File: config.mk
export PLATFORM = sky130hd
export DESIGN_NAME = base64_stream_decoder
export DESIGN_NICKNAME = d
export VERILOG_FILES = /design/src/design/b64d_pkg.sv /design/src/design/b64d_core.sv /design/src/design/b64d_out.sv /design/src/design/base64_stream_decoder.sv
export SDC_FILE = /design/constraint.sdc
export NUM_CORES = 1
export LEC_CHECK = 0
export BUFFER_PORTS_ARGS = -buffer_cell sky130_fd_sc_hd__buf_4
export CELL_PAD_IN_SITES_DETAIL_PLACEMENT = 1
export CELL_PAD_IN_SITES_GLOBAL_PLACEMENT = 2
export CORE_ASPECT_RATIO = 0.9
export CORE_MARGIN = 3
export CORE_UTILIZATION = 38
export CTS_CLUSTER_DIAMETER = 100
export DETAILED_ROUTE_END_ITERATION = 12
export PLACE_DENSITY = 0.85
export SYNTH_ARGS = -nofsm -noshare
export SYNTH_HDL_FRONTEND = slang
export SYNTH_HIERARCHICAL = 1
export SYNTH_SLANG_ARGS = --single-unit
File: constraint.sdc
create_clock -name aclk -period 6.05 [get_ports aclk]
set_clock_uncertainty 0.2 [all_clocks]
set_input_delay 0.605 -clock aclk [delete_from_list [all_inputs] [get_ports aclk]]
set_output_delay 0.605 -clock aclk [all_outputs]
set_load 0.005 [all_outputs]
File: src/design/b64d_pkg.sv
`timescale 1ns / 1ps
`default_nettype none

package b64d_pkg;

    localparam logic [1:0] PAD_NONE = 2'd0;
    localparam logic [1:0] PAD_ONE  = 2'd1;
    localparam logic [1:0] PAD_TWO  = 2'd2;
    localparam logic [1:0] PAD_WAIT = 2'd3;

    localparam logic [1:0] ST_OK     = 2'd0;
    localparam logic [1:0] ST_LENGTH = 2'd1;
    localparam logic [1:0] ST_SYMBOL = 2'd2;

    typedef struct packed {
        logic       legal;
        logic       pad;
        logic [5:0] value;
    } sextet_t;

    // up to three result items produced by one input item
    typedef struct packed {
        logic [2:0][7:0] bytes;
        logic [1:0]      last_idx;
        logic            byte_valid;
        logic            done;
        logic [1:0]      status;
    } bundle_t;

    function automatic sextet_t sextet_of(input logic [7:0] c);
        sextet_t s;
        s.legal = 1'b1;
        s.pad   = 1'b0;
        s.value = 6'd0;
        if (c >= 8'h41 && c <= 8'h5A) begin
            s.value = 6'(c - 8'h41);
        end else if (c >= 8'h61 && c <= 8'h7A) begin
            s.value = 6'(c - 8'h61 + 8'd26);
        end else if (c >= 8'h30 && c <= 8'h39) begin
            s.value = 6'(c - 8'h30 + 8'd52);
        end else if (c == 8'h2B) begin
            s.value = 6'd62;
        end else if (c == 8'h2F) begin
            s.value = 6'd63;
        end else if (c == 8'h3D) begin
            s.pad = 1'b1;
        end else begin
            s.legal = 1'b0;
        end
        return s;
    endfunction

endpackage

`default_nettype wire

File: src/design/b64d_core.sv
`timescale 1ns / 1ps
`default_nettype none

module b64d_core (
    input  wire                 aclk,
    input  wire                 aresetn,
    input  wire                 cfg_valid,
    input  wire                 cfg_data,
    input  wire                 take,
    input  wire  [7:0]          symbol,
    input  wire                 has_symbol,
    input  wire                 end_of_text,
    output b64d_pkg::bundle_t   bundle,
    output logic                bundle_load
);

    logic [17:0] hold_reg, hold_next;
    logic [1:0]  pos_reg, pos_next;
    logic [1:0]  pad_reg, pad_next;
    logic        err_reg, err_next;
    logic        skip_reg;

    b64d_pkg::sextet_t sx;
    logic        ws;
    logic        present;
    logic [17:0] hold_s;
    logic [1:0]  pos_s;
    logic [1:0]  pad_s;
    logic        err_s;
    logic        quad_out;
    logic [1:0]  status_s;
    logic        load;

    always_comb begin
        sx = b64d_pkg::sextet_of(symbol);
        ws = skip_reg && (symbol == 8'h20 || (symbol >= 8'h09 && symbol <= 8'h0D));
        present = has_symbol && !ws;

        hold_s   = hold_reg;
        pos_s    = pos_reg;
        pad_s    = pad_reg;
        err_s    = err_reg;
        quad_out = 1'b0;

        if (present) begin
            if (pos_reg == 2'd0 && pad_reg != b64d_pkg::PAD_NONE) begin
                err_s = 1'b1;
            end else if (!sx.legal) begin
                err_s = 1'b1;
            end else if (pos_reg < 2'd2) begin
                if (sx.pad) begin
                    err_s = 1'b1;
                end else begin
                    hold_s = {hold_reg[11:0], sx.value};
                end
            end else if (pos_reg == 2'd2) begin
                if (sx.pad) begin
                    pad_s  = b64d_pkg::PAD_WAIT;
                    hold_s = {hold_reg[11:0], 6'd0};
                end else begin
                    hold_s = {hold_reg[11:0], sx.value};
                end
            end else if (pad_reg == b64d_pkg::PAD_WAIT) begin
                if (sx.pad) begin
                    pad_s = b64d_pkg::PAD_TWO;
                end else begin
                    err_s = 1'b1;
                end
            end else if (sx.pad) begin
                pad_s = b64d_pkg::PAD_ONE;
            end else if (!err_reg) begin
                quad_out = 1'b1;
            end
            pos_s = pos_reg + 2'd1;
        end

        if (pos_s != 2'd0) begin
            status_s = b64d_pkg::ST_LENGTH;
        end else if (err_s) begin
            status_s = b64d_pkg::ST_SYMBOL;
        end else begin
            status_s = b64d_pkg::ST_OK;
        end

        bundle.bytes[0]   = {hold_s[17:12], hold_s[11:10]};
        bundle.bytes[1]   = {hold_s[9:6], hold_s[5:2]};
        bundle.bytes[2]   = {hold_s[1:0], sx.value};
        bundle.last_idx   = 2'd2;
        bundle.byte_valid = 1'b1;
        bundle.done       = 1'b0;
        bundle.status     = b64d_pkg::ST_OK;
        load              = quad_out;

        if (end_of_text) begin
            load        = 1'b1;
            bundle.done = 1'b1;
            if (status_s != b64d_pkg::ST_OK) begin
                bundle.byte_valid = 1'b0;
                bundle.last_idx   = 2'd0;
                bundle.status     = status_s;
            end else if (quad_out) begin
                bundle.last_idx = 2'd2;
            end else if (pad_s == b64d_pkg::PAD_ONE) begin
                bundle.last_idx = 2'd1;
            end else if (pad_s == b64d_pkg::PAD_TWO) begin
                bundle.last_idx = 2'd0;
            end else begin
                bundle.byte_valid = 1'b0;
                bundle.last_idx   = 2'd0;
            end
        end

        if (!bundle.byte_valid) begin
            bundle.bytes = '0;
        end

        bundle_load = take && load;

        if (take && end_of_text) begin
            hold_next = '0;
            pos_next  = 2'd0;
            pad_next  = b64d_pkg::PAD_NONE;
            err_next  = 1'b0;
        end else if (take) begin
            hold_next = hold_s;
            pos_next  = pos_s;
            pad_next  = pad_s;
            err_next  = err_s;
        end else begin
            hold_next = hold_reg;
            pos_next  = pos_reg;
            pad_next  = pad_reg;
            err_next  = err_reg;
        end
    end

    always_ff @(posedge aclk) begin
        if (!aresetn) begin
            hold_reg <= '0;
            pos_reg  <= 2'd0;
            pad_reg  <= b64d_pkg::PAD_NONE;
            err_reg  <= 1'b0;
            skip_reg <= 1'b0;
        end else begin
            hold_reg <= hold_next;
            pos_reg  <= pos_next;
            pad_reg  <= pad_next;
            err_reg  <= err_next;
            if (cfg_valid) begin
                skip_reg <= cfg_data;
            end
        end
    end

endmodule

`default_nettype wire

File: src/design/b64d_out.sv
`timescale 1ns / 1ps
`default_nettype none

module b64d_out (
    input  wire                 aclk,
    input  wire                 aresetn,
    input  b64d_pkg::bundle_t   bundle_in,
    input  wire                 bundle_load,
    output logic                in_ready,
    output logic                m_tvalid,
    input  wire                 m_tready,
    output logic [7:0]          m_tdata,
    output logic [2:0]          m_tuser,
    output logic                m_tlast
);

    b64d_pkg::bundle_t bundle_reg;
    logic              valid_reg;
    logic [1:0]        idx_reg;
    logic              last;
    logic [1:0]        status_out;

    assign last       = (idx_reg == bundle_reg.last_idx);
    assign in_ready   = !valid_reg || (m_tready && last);
    assign m_tvalid   = valid_reg;
    assign m_tdata    = bundle_reg.bytes[idx_reg];
    assign m_tlast    = bundle_reg.done && last;
    assign status_out = m_tlast ? bundle_reg.status : b64d_pkg::ST_OK;
    assign m_tuser    = {status_out, bundle_reg.byte_valid};

    always_ff @(posedge aclk) begin
        if (!aresetn) begin
            valid_reg <= 1'b0;
            idx_reg   <= 2'd0;
        end else if (bundle_load) begin
            valid_reg <= 1'b1;
            idx_reg   <= 2'd0;
        end else if (valid_reg && m_tready) begin
            if (last) begin
                valid_reg <= 1'b0;
            end else begin
                idx_reg <= idx_reg + 2'd1;
            end
        end
    end

    always_ff @(posedge aclk) begin
        if (bundle_load) begin
            bundle_reg <= bundle_in;
        end
    end

    a_load_room: assert property (@(posedge aclk) disable iff (!aresetn)
        bundle_load |-> in_ready)
        else $error("bundle loaded while previous item still draining");

    a_idx_range: assert property (@(posedge aclk) disable iff (!aresetn)
        valid_reg |-> idx_reg <= bundle_reg.last_idx)
        else $error("result index past end of bundle");

    a_status_final: assert property (@(posedge aclk) disable iff (!aresetn)
        valid_reg && bundle_reg.status != b64d_pkg::ST_OK |->
            bundle_reg.done && !bundle_reg.byte_valid && bundle_reg.last_idx == 2'd0)
        else $error("error status on a non-final or byte-carrying bundle");

    a_empty_final: assert property (@(posedge aclk) disable iff (!aresetn)
        valid_reg && !bundle_reg.byte_valid |-> bundle_reg.done && m_tlast)
        else $error("empty result that does not close the message");

endmodule

`default_nettype wire

File: src/design/base64_stream_decoder.sv
`timescale 1ns / 1ps
`default_nettype none

// Base64 (standard alphabet, padded) decoder, one character per input item.
// A character is decoded and the message state updated in the cycle it is
// accepted; in the cycle after, its results sit in the output register. The
// output port delivers one byte per cycle while m_tready is high, so an item
// that completes a quad (three bytes) or closes a message on a single-'='
// quad (two bytes) holds s_tready low until its last byte is being taken.
// The end item (s_tlast) always closes with a result carrying m_tlast
// and the status; on a nonzero status the message's bytes must be dropped.
// Write skip_whitespace only while no item is in flight.
module base64_stream_decoder (
    input  wire         aclk,
    input  wire         aresetn,
    input  wire         cfg_valid,
    output logic        cfg_ready,
    input  wire         cfg_data,       // skip_whitespace
    input  wire         s_tvalid,
    output logic        s_tready,
    input  wire  [7:0]  s_tdata,        // [7:0] symbol
    input  wire  [0:0]  s_tuser,        // [0] has_symbol
    input  wire         s_tlast,        // end_of_text
    output logic        m_tvalid,
    input  wire         m_tready,
    output logic [7:0]  m_tdata,        // [7:0] data_byte
    output logic [2:0]  m_tuser,        // [0] byte_valid, [2:1] status
    output logic        m_tlast         // message_done
);

    b64d_pkg::bundle_t bundle;
    logic              bundle_load;
    logic              in_ready;
    logic              take;

    assign cfg_ready = 1'b1;
    assign s_tready  = in_ready;
    assign take      = s_tvalid && in_ready;

    b64d_core u_core (
        .aclk        (aclk),
        .aresetn     (aresetn),
        .cfg_valid   (cfg_valid),
        .cfg_data    (cfg_data),
        .take        (take),
        .symbol      (s_tdata),
        .has_symbol  (s_tuser[0]),
        .end_of_text (s_tlast),
        .bundle      (bundle),
        .bundle_load (bundle_load)
    );

    b64d_out u_out (
        .aclk        (aclk),
        .aresetn     (aresetn),
        .bundle_in   (bundle),
        .bundle_load (bundle_load),
        .in_ready    (in_ready),
        .m_tvalid    (m_tvalid),
        .m_tready    (m_tready),
        .m_tdata     (m_tdata),
        .m_tuser     (m_tuser),
        .m_tlast     (m_tlast)
    );

endmodule

`default_nettype wire
---- Word level (Yosys, flattened, before mapping) ----
Index checks and enable logic that the tools add are counted.
Widths: inputs -> output; s select.
storage, ports and cells
  flip-flop bits (word level) ............. 57
  input bits .............................. 16
  output and inout bits ................... 15
  logic and storage cells ................. 134
cells by class
  $add $sub $neg .......................... 7
  magnitude comparators ................... 10
  equal/unequal tests ..................... 9
  mux-type cells .......................... 61
  bitwise operators ....................... 3
  reduce and logical (&&, ||, !) cells .... 29
operators with widths
  kind                 number
  $mux 18              6
  $mux 2               20
  $mux 6               6
  $eq 8x6->1 const B   4
  $mux 1               25
  $bmux 8 s2           1
  $ge 8x7->1 const B   2
  $le 8x7->1 const B   2
  $logic_and 1x1->1    13
  $sub 6x6->6 const B  2
  $reduce_bool 2->1    5
  $ge 8x4->1 const B   1
  $ge 8x6->1 const B   1
  $le 8x4->1 const B   1
  $le 8x6->1 const B   1
  $mux 8               1
  $add 6x5->6 const B  1
  $add 6x6->6 const B  1
  $eq 2x2->1 const B   3
  $reduce_and 2->1     3
  $sub 6x1->6 const B  1
  $add 2x1->2 const B  2
  $mux 4               1
  $reduce_or 2->1      2
  10 further kinds     14

---- Depth between registers and ports, before layout ----
Gate-level depths: netlist of run 1.
  depth in word-level cells ............... 20
  mapped depth ............................ 18

---- By module ----
Netlist of run 1, hierarchy kept.
by module, submodules not included
  module                 times used  cells an instance  area an instance (sq um)  sequential area each (sq um)
  b64d_core              1           320                2393.5                    480.5
  b64d_out               1           84                 1271.2                    960.9
  base64_stream_decoder  1           3                  17.5                      0.0

---- Worst setup path after synthesis of run 1 ----
OpenSTA, ideal clock, no wires.
  path kind ............................... input to register
  from .................................... input port s_tdata[2]
  to ...................................... register u_out.idx_reg[0]
  setup time .............................. 0.122 ns
  arrival ................................. 5.153 ns
  data required time ...................... 5.728 ns
  path slack .............................. 0.575 ns
  stages .................................. 13
  cells stage by stage .................... buf_2 inv_1 ha_1 buf_2 a211oi_2 or3_1 buf_2 nand3_1 nand4_1 a21boi_0 nor2b_1 nand2b_1 mux2i_1
on the way
  word-level cells in the longest chain between the ends .. 17
RTL lines
  item                                RTL line                     source
  from (decl)                         base64_stream_decoder.sv:21  input wire [7:0] s_tdata,
  $eq 8x6->1                          b64d_pkg.sv:45               end else if (c == 8'h3D) begin
  $mux 1                              b64d_pkg.sv:45
  $mux 2                              b64d_pkg.sv:43               end else if (c == 8'h2F) begin
  $mux 2                              b64d_pkg.sv:41               end else if (c == 8'h2B) begin
  $mux 2                              b64d_pkg.sv:39               end else if (c >= 8'h30 && c <= 8'h39) begin
  $mux 2                              b64d_pkg.sv:37               end else if (c >= 8'h61 && c <= 8'h7A) begin
  $mux 2                              b64d_pkg.sv:35               if (c >= 8'h41 && c <= 8'h5A) begin
  $mux 1                              b64d_core.sv:69              end else if (sx.pad) begin
  [2 not listed]                      --
  $mux 1                              b64d_core.sv:50              end else if (pos_reg < 2'd2) begin
  $mux 1                              b64d_core.sv:48              end else if (!sx.legal) begin
  $mux 1                              b64d_core.sv:46              if (pos_reg == 2'd0 && pad_reg != b64d_pkg::PAD_NONE) begin
  $mux 1 *                            b64d_core.sv:45              if (present) begin
  $mux 1 *                            b64d_core.sv:94              if (end_of_text) begin
  $logic_and 1x1->1 *                 b64d_core.sv:117             bundle_load = take && load;
  named net bundle_load               base64_stream_decoder.sv:32  logic bundle_load;
  $reduce_or 2->1 (no source line) *  --
  to (signal assigned)                b64d_out.sv:42               idx_reg <= idx_reg + 2'd1;
  to (decl)                           b64d_out.sv:19               logic [1:0] idx_reg;
Mark *: on every way through the listed nets, which the timed path passes. The rest lies on a longest branch.
A chain may end at the register's enable or synchronous reset.

==> flow_metrics.env, run 1 <==
export IMPL_fin_crit_ps=4230
export IMPL_via_per_inst=5.74
export IMPL_synth_top_family_by_area="simple AND/OR/NAND/NOR gates"
export IMPL_path_class="input port to flip-flop"
export IMPL_syn_area_sq_mm=0.00368
export IMPL_synthXorXnorAreaFrac_pct=0.951
export IMPL_synth_simple_area_share_pct=21.7
export IMPL_fin_crit_sh_pct=69.9
export IMPL_largest_reg_flops=29
export IMPL_grt_max_degree=31
export IMPL_hold_path_depth=2
export IMPL_hold_path_class="input port to flip-flop"
export IMPL_crit_arrival_ps=4120
export IMPL_max_slew_worst_pin_slew_ps=935
export IMPL_via_count=3133
export IMPL_holdBufCountCts=0
export IMPL_fin_worst_hold_slack_ps=287
export IMPL_slew_headroom_pct=37.6
export IMPL_drc=0
export IMPL_ys_ff_latch=57
export IMPL_ant_nets=0
export IMPL_rrSetupSlack_ps=2100
export IMPL_start_kind="input port"
export IMPL_port_buffers=29
export IMPL_cts_sinks=57
export IMPL_ys_flop_type="edfxtp_1"
export IMPL_instances_no_fill=546
export IMPL_path_buf_inv=4
export IMPL_antenna_found_initial=0
export IMPL_synth_compound_area_share_pct=21.3
export IMPL_cts_tree="built"
export IMPL_clkTransAtPathRegs_ps=60
export IMPL_htree_levels=3
export IMPL_die_w_um=110
export IMPL_slowest_delay_ps=670
export IMPL_status="completed"
export IMPL_place_congestion=0.905
export IMPL_ctsLongestPathBuffers=2
export IMPL_area_growth_synth_to_final_pct=11.3
export IMPL_synthCells=407
export IMPL_synth_edf_count=30
export IMPL_slowest_stage="a21oi_1"
export IMPL_routedWlPerCell_um=18.1
export IMPL_final_cell_mix="47 x nand2_1, 36 x nor2_1, 30 x buf_4, 30 x edfxtp_1"
export IMPL_hpwl_mm=7.34
export IMPL_overflow=0
export IMPL_synthArstFlopShare_pct=0
export IMPL_max_freq_ghz=0.237
export IMPL_drv_slew=0
export IMPL_fin_nets=448
export IMPL_wl_mm=9.91
export IMPL_ir_drop_v=0.0000911
export IMPL_p_per_area_mw_per_mm2=219
export IMPL_cts_setup_buffers=0
export IMPL_endpoint_kind="flip-flop"
export IMPL_die_height_um=99.4
export IMPL_leakage_nw=1.47
export IMPL_ys_seq_area_share_pct=39.1
export IMPL_io_pin_count=31
export IMPL_start_util_pct=39.6
export IMPL_first_pass_iters=4
export IMPL_grt_pass1_vias=2937
export IMPL_placedCellCount=530
export IMPL_synthAdderAreaFrac_pct=4.42
export IMPL_drive_above_1_share_pct=14.6
export IMPL_worstPathMaxFanout=24
export IMPL_core_sq_mm=0.00929
export IMPL_n_antenna_cell=0
export IMPL_tns_ps=0
export IMPL_crit_required_ps=5940
export IMPL_final_common_cell="nand2_1"
export IMPL_reg2reg_depth=12
export IMPL_cts_root_buffer="clkbuf_8"
export IMPL_path_depth=16
export IMPL_hold_viol_final=0
export IMPL_avgSynthCellArea_sq_um=9.05
export IMPL_critPathMostFrequentCell="inv_1"
export IMPL_syn_num_nets=436
export IMPL_clk_latency_ps=340
export IMPL_cp_cell_sequence="buf_4, inv_1, ha_1, nand2b_1, a21oi_1, or3_1, nand4b_1, and3_1, nand2_1, a22oi_1, ha_1, inv_1, a41oi_1, o31a_4, inv_1, and2_1"
export IMPL_synth_distinct_cells=64
export IMPL_fin_util_pct=44.1
export IMPL_grt_usage_pct=18.7
export IMPL_row_count=33
export IMPL_cap_viol_max_count=0
export IMPL_crit_family="compound AO/OA/AOI/OAI gates"
export IMPL_cts_buffers=9
export IMPL_initialDrtViolationCount=207
export IMPL_cts_resized=0
export IMPL_grt_pass1_wl_mm=15.9
export IMPL_rsz0062_at_grt="no"
export IMPL_synthMuxAreaShare_pct=6.80
export IMPL_setup_violations=0
export IMPL_yosys_warnings=6
export IMPL_dieArea_sq_mm=0.0109
-- cells in the mapped netlist (3+ instances only) --
master	n	share of area, %
and2_1	8	1.4
a2bb2oi_1	3	0.71
clkbuf_1	11	1.1
o211a_1	3	0.82
dfxtp_1	27	15
nand4_1	5	0.85
nor4_1	7	1.2
nor3_1	11	1.5
xnor2_1	3	0.71
or3_1	3	0.51
ha_1	13	4.4
nand2b_1	7	1.2
o31ai_1	8	1.6
buf_2	11	1.5
edfxtp_1	30	24
buf_4	5	1.0
a21oi_1	11	1.5
mux2i_1	25	6.8
and3_1	3	0.51
nand3_1	12	1.6
o32ai_1	3	0.71
nand2_1	47	4.8
a211oi_1	3	0.61
inv_1	15	1.5
a211oi_2	7	2.4
nor2_1	36	3.7
a31oi_1	10	1.7
a221oi_1	4	0.95
nor2b_1	3	0.51
o21ai_0	27	3.7
-- power breakdown --
part	switching, mW	internal, mW
clock network	0.151	0.182
registers	0.00806	0.421
logic	0.0845	0.0493
total	0.243	0.653
-- worst paths after layout --
check	start	endpoint
min	m_tready	u_out/m_tvalid
max reg2reg	u_core/pos_reg[1]	u_out/bundle_reg[8]
min reg2reg	u_core/hold_reg[9]	u_core/hold_reg[9]
max	s_tdata[0]	u_out/bundle_reg[25]
-- layout make-up --
cell class	instances	area, sq um
tap	122	153
inverter	15	56.3
clock buffer	14	173
sequential	57	1440
clock inverter	2	11.3
timing repair buffer	30	225
multi-input combinational	306	2040
fill	1103	5190
-- kinds of logic (layout without fill, tap and decap cells) --
| family | count (synthesis) | after routing |
|---|---|---|
| other | 1 | 1 |
| DFF | 57 | 57 |
| muxes | 25 | 25 |
| and+or+nand+nor | 157 | 157 |
| AOI/OAI and AO/OA | 106 | 106 |
| buffers and inverters | 44 | 61 |
| adders and majority gates | 13 | 13 |
| xor gates and xnor gates | 4 | 4 |
-- worst reg2reg max path, cell delays in order, from the launching register on --
cell and delay, ps:
dfxtp_1 710, inv_1 230, ha_1 250, o21a_1 150
a211oi_2 550, and3_1 370, nand2_1 90, a22oi_1 160
ha_1 260, inv_1 50, a41oi_1 40, o31a_4 440
a211oi_1 260
-- stage by stage --
| stage | area, sq um | total power, mW | worst slack [ps] |
|---|---|---|---|
| 3_3_place_gp | 3920 | 0.568 | 1660 |
| 3_5_place_dp | 3920 | 0.570 | 1490 |
| 6_report | 4100 | 0.896 | 1820 |
| 4_1_cts | 4100 | 0.904 | 1850 |
| 5_1_grt | 4100 | 0.936 | 1420 |
| 2_1_floorplan | 3680 | 0.527 | 575 |
-- per-layer routing --
| layer | track usage, % | vias up | wire, um |
|---|---|---|---|
| met3 | 3.37 | 9 | 357 |
| met5 | 0 | - | 0 |
| met2 | 27.7 | 66 | 4560 |
| met1 | 27.6 | 1529 | 4910 |
| li1 | - | 1529 | - |
| met4 | 5.75 | 0 | 85 |
(Power assumes the default switching activity.)
==> run 2: changes to the inputs <==
ABC_AREA = 1   (was not set)
CORE_UTILIZATION = 34   (was 38)
PLACE_DENSITY = 0.83   (was 0.85)
clock period = 4.1 ns   (was 6.05 ns; I/O delays follow)
==> flow_metrics.env, run 2 <==
export IMPL_synth_top_cell_by_area="edfxtp_1"
export IMPL_max_freq_ghz=0.295
export IMPL_syn_num_nets=627
export IMPL_drc=0
export IMPL_cts_tree="built"
export IMPL_synth_top_family_by_area="simple AND/OR/NAND/NOR gates"
export IMPL_worstPathMaxFanout=25
export IMPL_wl_mm=12.6
export IMPL_grt_usage_pct=19.2
export IMPL_fin_worst_hold_slack_ps=64.4
export IMPL_initialDrtViolationCount=408
export IMPL_ys_top_cells_by_count="131 x nand2_1, 82 x o21ai_0, 67 x a21oi_1"
export IMPL_synthCells=598
export IMPL_dieArea_sq_mm=0.0135
export IMPL_rsz0062_at_grt="no"
export IMPL_start_util_pct=35.5
export IMPL_place_congestion=0.867
export IMPL_antenna_found_initial=0
export IMPL_drv_slew=0
export IMPL_tns_ps=0
export IMPL_synth_compound_area_share_pct=22.5
export IMPL_cts_resized=0
export IMPL_final_cell_mix="131 x nand2_1, 81 x o21ai_0, 67 x a21oi_1, 62 x inv_1, 43 x nor2_1"
export IMPL_clkTransAtPathRegs_ps=50
export IMPL_p_per_area_mw_per_mm2=393
export IMPL_via_per_inst=5.18
export IMPL_largest_reg_flops=29
export IMPL_syn_area_sq_mm=0.00412
export IMPL_avgSynthCellArea_sq_um=6.90
export IMPL_synth_simple_area_share_pct=25.6
export IMPL_fin_crit_ps=3390
export IMPL_die_w_um=122
export IMPL_start_kind="input port"
export IMPL_die_height_um=110
export IMPL_yosys_warnings=6
export IMPL_grt_pass1_vias=4007
export IMPL_grt_pass1_wl_mm=20.7
export IMPL_area_growth_synth_to_final_pct=14.3
export IMPL_hpwl_mm=9.22
export IMPL_first_pass_iters=4
export IMPL_synthMuxAreaShare_pct=0
export IMPL_setup_violations=0
export IMPL_grt_max_degree=33
export IMPL_path_class="input port to flip-flop"
export IMPL_ctsLongestPathBuffers=2
export IMPL_leakage_nw=2.07
export IMPL_fin_area_sq_mm=0.00471
export IMPL_cts_sinks=57
export IMPL_cts_buffers=9
export IMPL_endpoint_kind="flip-flop"
export IMPL_crit_required_ps=4070
export IMPL_fin_crit_sh_pct=82.8
export IMPL_cts_root_buffer="clkbuf_16"
export IMPL_routedWlPerCell_um=16.3
export IMPL_holdBufCountCts=0
export IMPL_synth_distinct_cells=37
export IMPL_synth_edf_count=30
export IMPL_dpl_cell_area_sq_mm=0.00440
export IMPL_post_synth_top_count_cell="nand2_1"
export IMPL_final_common_cell="nand2_1"
export IMPL_cts_setup_buffers=0
export IMPL_ys_ff_latch=57
export IMPL_overflow=0
export IMPL_port_buffers=29
export IMPL_clk_latency_ps=330
export IMPL_max_slew_worst_pin_slew_ps=520
export IMPL_synthTopCellsByArea="edfxtp_1 22%, dfxtp_1 13%, nand2_1 12%, o21ai_0 10%, a21oi_1 8.1%"
export IMPL_synthXorXnorAreaFrac_pct=1.70
export IMPL_row_count=37
export IMPL_crit_arrival_ps=3370
export IMPL_cap_viol_max_count=0
export IMPL_slew_headroom_pct=65.0
export IMPL_io_pin_count=31
export IMPL_htree_levels=3
export IMPL_status="completed"
export IMPL_via_count=4002
export IMPL_ir_drop_v=0.000185
export IMPL_synthAdderAreaFrac_pct=3.94
export IMPL_yosysTopAreaCellShare_pct=21.8
export IMPL_n_antenna_cell=0
export IMPL_hold_viol_final=0
export IMPL_ys_flop_type="edfxtp_1"
export IMPL_ant_nets=0
export IMPL_fin_nets=641
export IMPL_core_sq_mm=0.0116
export IMPL_drive_above_1_share_pct=12.6
export IMPL_ys_seq_area_share_pct=35.0
export IMPL_hold_path_class="input port to flip-flop"
export IMPL_synthArstFlopShare_pct=0
==> run 2: area by class of cell <==
| cell class | instances | area (sq um) |
|---|---|---|
| clock buffer | 11 | 233 |
| clock inverter | 5 | 80.1 |
| fill | 1472 | 6910 |
| inverter | 73 | 277 |
| multi-input combinational | 436 | 2220 |
| sequential | 57 | 1440 |
| tap | 156 | 195 |
| timing repair buffer | 35 | 263 |
==> run 2: stage by stage <==
| step | total power [mW] | setup WS, ps | cells | utilization [%] |
|---|---|---|---|---|
| detailed placement | 1.06 | 405 | 757 | 37.9 |
| finish | 1.85 | 706 | 773 | 40.6 |
| global route | 1.95 | 456 | 773 | 40.6 |
| CTS | 1.87 | 749 | 773 | 40.6 |
| global placement | 1.05 | 529 | 757 | 37.9 |
| floorplan | 0.938 | 258 | 598 | - |
==> run 2: final timing paths <==
check	slack, ps	to	depth (start not counted)	start
setup / recovery	710	u_out/bundle_reg[20]	18	s_tdata[0]
hold / removal	60	u_core/skip_reg	2	cfg_valid
setup reg to reg	980	u_out/bundle_reg[20]	12	u_core/pos_reg[1]
hold reg to reg	340	u_core/err_reg	2	u_core/err_reg
==> run 2: power by group <==
part / switching [mW] / total, mW / internal [mW]
clock network: 0.268 / 0.798 / 0.531
logic: 0.257 / 0.378 / 0.121
registers: 0.0255 / 0.675 / 0.649
total: 0.550 / 1.85 / 1.30
==> run 2: worst max-delay path, cell delays in order <==
cell	delay, ps
buf_4	130
inv_1	110
ha_1	240
inv_1	140
nand2_1	100
nand3_1	110
nor2_1	60
nor2_2	170
nand2_2	140
nand3_2	140
nand3_2	180
nor2_1	210
o21ai_0	130
and2_1	170
ha_1	280
nand2_1	110
nand3_4	270
a21oi_1	250
==> run 2: metal layers <==
metal,GRT usage (%),part of all wire (%),wire length [um],vias up
li1,-,-,-,2013
met4,3.58,0.82,103,0
met5,0,0,0,-
met1,27.9,50,6290,1924
met2,29.9,45,5740,55
met3,3.64,4.0,502,10
==> run 2: cell families (layout without fill, tap and decap cells) <==
logic type                 count (synthesis)  after routing
other                                      1              1
xor gates and xnor gates                   8              8
and+or+nand+nor                          240            240
AOI/OAI and AO/OA                        174            174
DFF                                       57             57
buffers and inverters                    105            124
adders and majority gates                 13             13
==> run 3: changes to the inputs <==
ABC_AREA = 0   (was 1)
CORE_UTILIZATION = 38   (was 34)
PLACE_DENSITY = 0.85   (was 0.83)
clock period = 3.3 ns   (was 4.1 ns; I/O delays follow)
==> flow_metrics.env, run 3 (same netlist as run 1, synthesis figures left out) <==
export IMPL_start_kind="input port"
export IMPL_crit_arrival_ps=2990
export IMPL_ctsLongestPathBuffers=2
export IMPL_max_slew_worst_pin_slew_ps=656
export IMPL_final_common_cell="buf_4"
export IMPL_antenna_found_initial=0
export IMPL_topRoutingLayerUsed="met4"
export IMPL_wl_met3_um=698
export IMPL_endpoint_kind="flip-flop"
export IMPL_hpwl_mm=8.73
export IMPL_largest_reg_flops=29
export IMPL_seqPwrFrac_pct=40.8
export IMPL_ir_drop_v=0.000201
export IMPL_slew_headroom_pct=55.0
export IMPL_first_pass_iters=5
export IMPL_clkPwrFrac_pct=42.8
export IMPL_cp_cell_sequence="buf_4, inv_1, ha_1, nor2_1, a2111o_1, o21bai_2, a211oi_4, and3_1, nor2_1, nor2_1, ha_1, inv_1, a41oi_2, o31a_4, inv_1, and2_1"
export IMPL_via_count=3477
export IMPL_setup_violations=0
export IMPL_n_antenna_cell=0
export IMPL_fin_crit_ps=3090
export IMPL_cap_viol_max_count=0
export IMPL_grt_usage_pct=22.2
export IMPL_hold_viol_final=0
export IMPL_status="completed"
export IMPL_cts_sinks=57
export IMPL_wl_mm=11.7
export IMPL_routedWlPerCell_um=19.5
export IMPL_p_switching_mw=0.510
export IMPL_fin_nets=502
export IMPL_multi_input_area_sq_mm=0.00211
export IMPL_area_growth_synth_to_final_pct=26.5
export IMPL_hold_path_class="input port to flip-flop"
export IMPL_drive_above_1_share_pct=25.7
export IMPL_total_power_mw=1.92
export IMPL_wl_met1_mm=5.74
export IMPL_fin_crit_sh_pct=93.8
export IMPL_htree_levels=3
export IMPL_ant_nets=0
export IMPL_instances_no_fill=600
export IMPL_worst_slack_ps=205
export IMPL_internal_power_mw=1.41
export IMPL_fillers=1083
export IMPL_hold_path_startpoint="cfg_data"
export IMPL_p_per_area_mw_per_mm2=413
export IMPL_p_comb_share_pct=16.4
export IMPL_initialDrtViolationCount=220
export IMPL_grt_max_degree=34
export IMPL_cp_startpoint="s_tdata[0]"
export IMPL_place_congestion=0.907
export IMPL_p_sw_share_pct=26.5
export IMPL_clkTransAtPathRegs_ps=70
export IMPL_fin_worst_hold_slack_ps=47.2
export IMPL_drv_slew=0
export IMPL_final_cell_mix="81 x buf_4, 47 x nand2_1, 36 x nor2_1, 30 x edfxtp_1, 27 x dfxtp_1"
export IMPL_overflow=0
export IMPL_port_buffers=29
export IMPL_leakage_nw=1.77
export IMPL_fin_util_pct=50.2
export IMPL_ff_latch_area_sq_mm=0.00144
export IMPL_via_per_inst=5.80
export IMPL_grt_pass1_wl_mm=18.6
export IMPL_tns_ps=0
export IMPL_die_height_um=99.4
export IMPL_slowest_delay_ps=410
export IMPL_slowest_stage="a2111o_1"
export IMPL_start_util_pct=39.6
export IMPL_core_sq_mm=0.00929
export IMPL_io_pin_count=31
export IMPL_clk_latency_ps=340
export IMPL_cts_tree="built"
export IMPL_path_class="input port to flip-flop"
export IMPL_worstPathMaxFanout=12
export IMPL_r2r_start="u_core/pos_reg[1]"
export IMPL_dpl_cell_area_sq_mm=0.00438
export IMPL_dieArea_sq_mm=0.0109
export IMPL_row_count=33
export IMPL_cts_root_buffer="clkbuf_8"
export IMPL_max_freq_ghz=0.323
export IMPL_placedCellCount=582
export IMPL_crit_required_ps=3200
export IMPL_drc=0
export IMPL_dpl_worst_slack_ps=-234
export IMPL_fin_area_sq_mm=0.00466
export IMPL_die_w_um=110
export IMPL_cts_buffers=9
export IMPL_route_met2_wl_mm=5.14
export IMPL_grt_pass1_vias=3407
[run 3: changes by cell type in the layout (fill, tap and decap cells not counted), sizes merged, moves of 7 or more]
cell    before  now
inv         71   18
nor4         1    8
nand2      139   47
o21ai       92   27
nand3       40   13
buf         35   82
nor2        47   36
a21oi       70   13
nor3         1   12
a31oi        0   10
a211oi       3   10
mux2i        0   25
nand2b       0    7
[run 3: layer usage]
layer	up-vias	GRT usage (%)
li1	1654	-
met1	1701	33.0
met2	109	32.4
met3	13	4.87
met4	0	6.14
met5	-	0
[run 3: power groups by stage]
stage,logic [mW],clock network (mW),registers [mW]
after floorplan,0.182,0,0.796
after global placement,0.298,0,0.798
after detailed placement,0.308,0,0.800
after CTS,0.310,0.843,0.784
after global routing,0.345,0.873,0.786
final,0.316,0.823,0.784
[run 3: path summary, 6_finish.rpt]
kind	to	slack (ps)	depth (start not counted)
worst max register to register	u_out/bundle_reg[25]	240	13
worst min register to register	u_core/hold_reg[8]	310	2
worst max-delay path	u_out/bundle_reg[25]	210	16
worst min-delay path	u_core/skip_reg	50	3
[run 3: area by class of cell]
| cell class | instances | area share, % |
|---|---|---|
| Multi-Input combinational cell | 307 | 45.4 |
| Timing Repair Buffer | 83 | 13.7 |
| Inverter | 15 | 1.37 |
| Clock buffer | 9 | 2.66 |
| Clock inverter | 7 | 2.69 |
| Sequential cell | 57 | 30.9 |
| Tap cell | 122 | 3.28 |
[run 3: worst max-delay path: cells and delay by family]
family / cells / cell delay, ps
AO/OA/AOI/OAI: 5 / 1300
adder cells (fa/ha/maj): 2 / 490
AND/OR/NAND/NOR: 5 / 550
buffers and inverters: 4 / 320
[run 3: timing repair]
| item | in CTS | in global routing |
|---|---|---|
| buffers inserted | 0 | 0 |
| endpoints found under the hold margin | 1 | 0 |
| gates resized for setup | 0 | 2 |
| setup endpoints to repair | 0 | 25 |
| hold buffers | 1 | 0 |
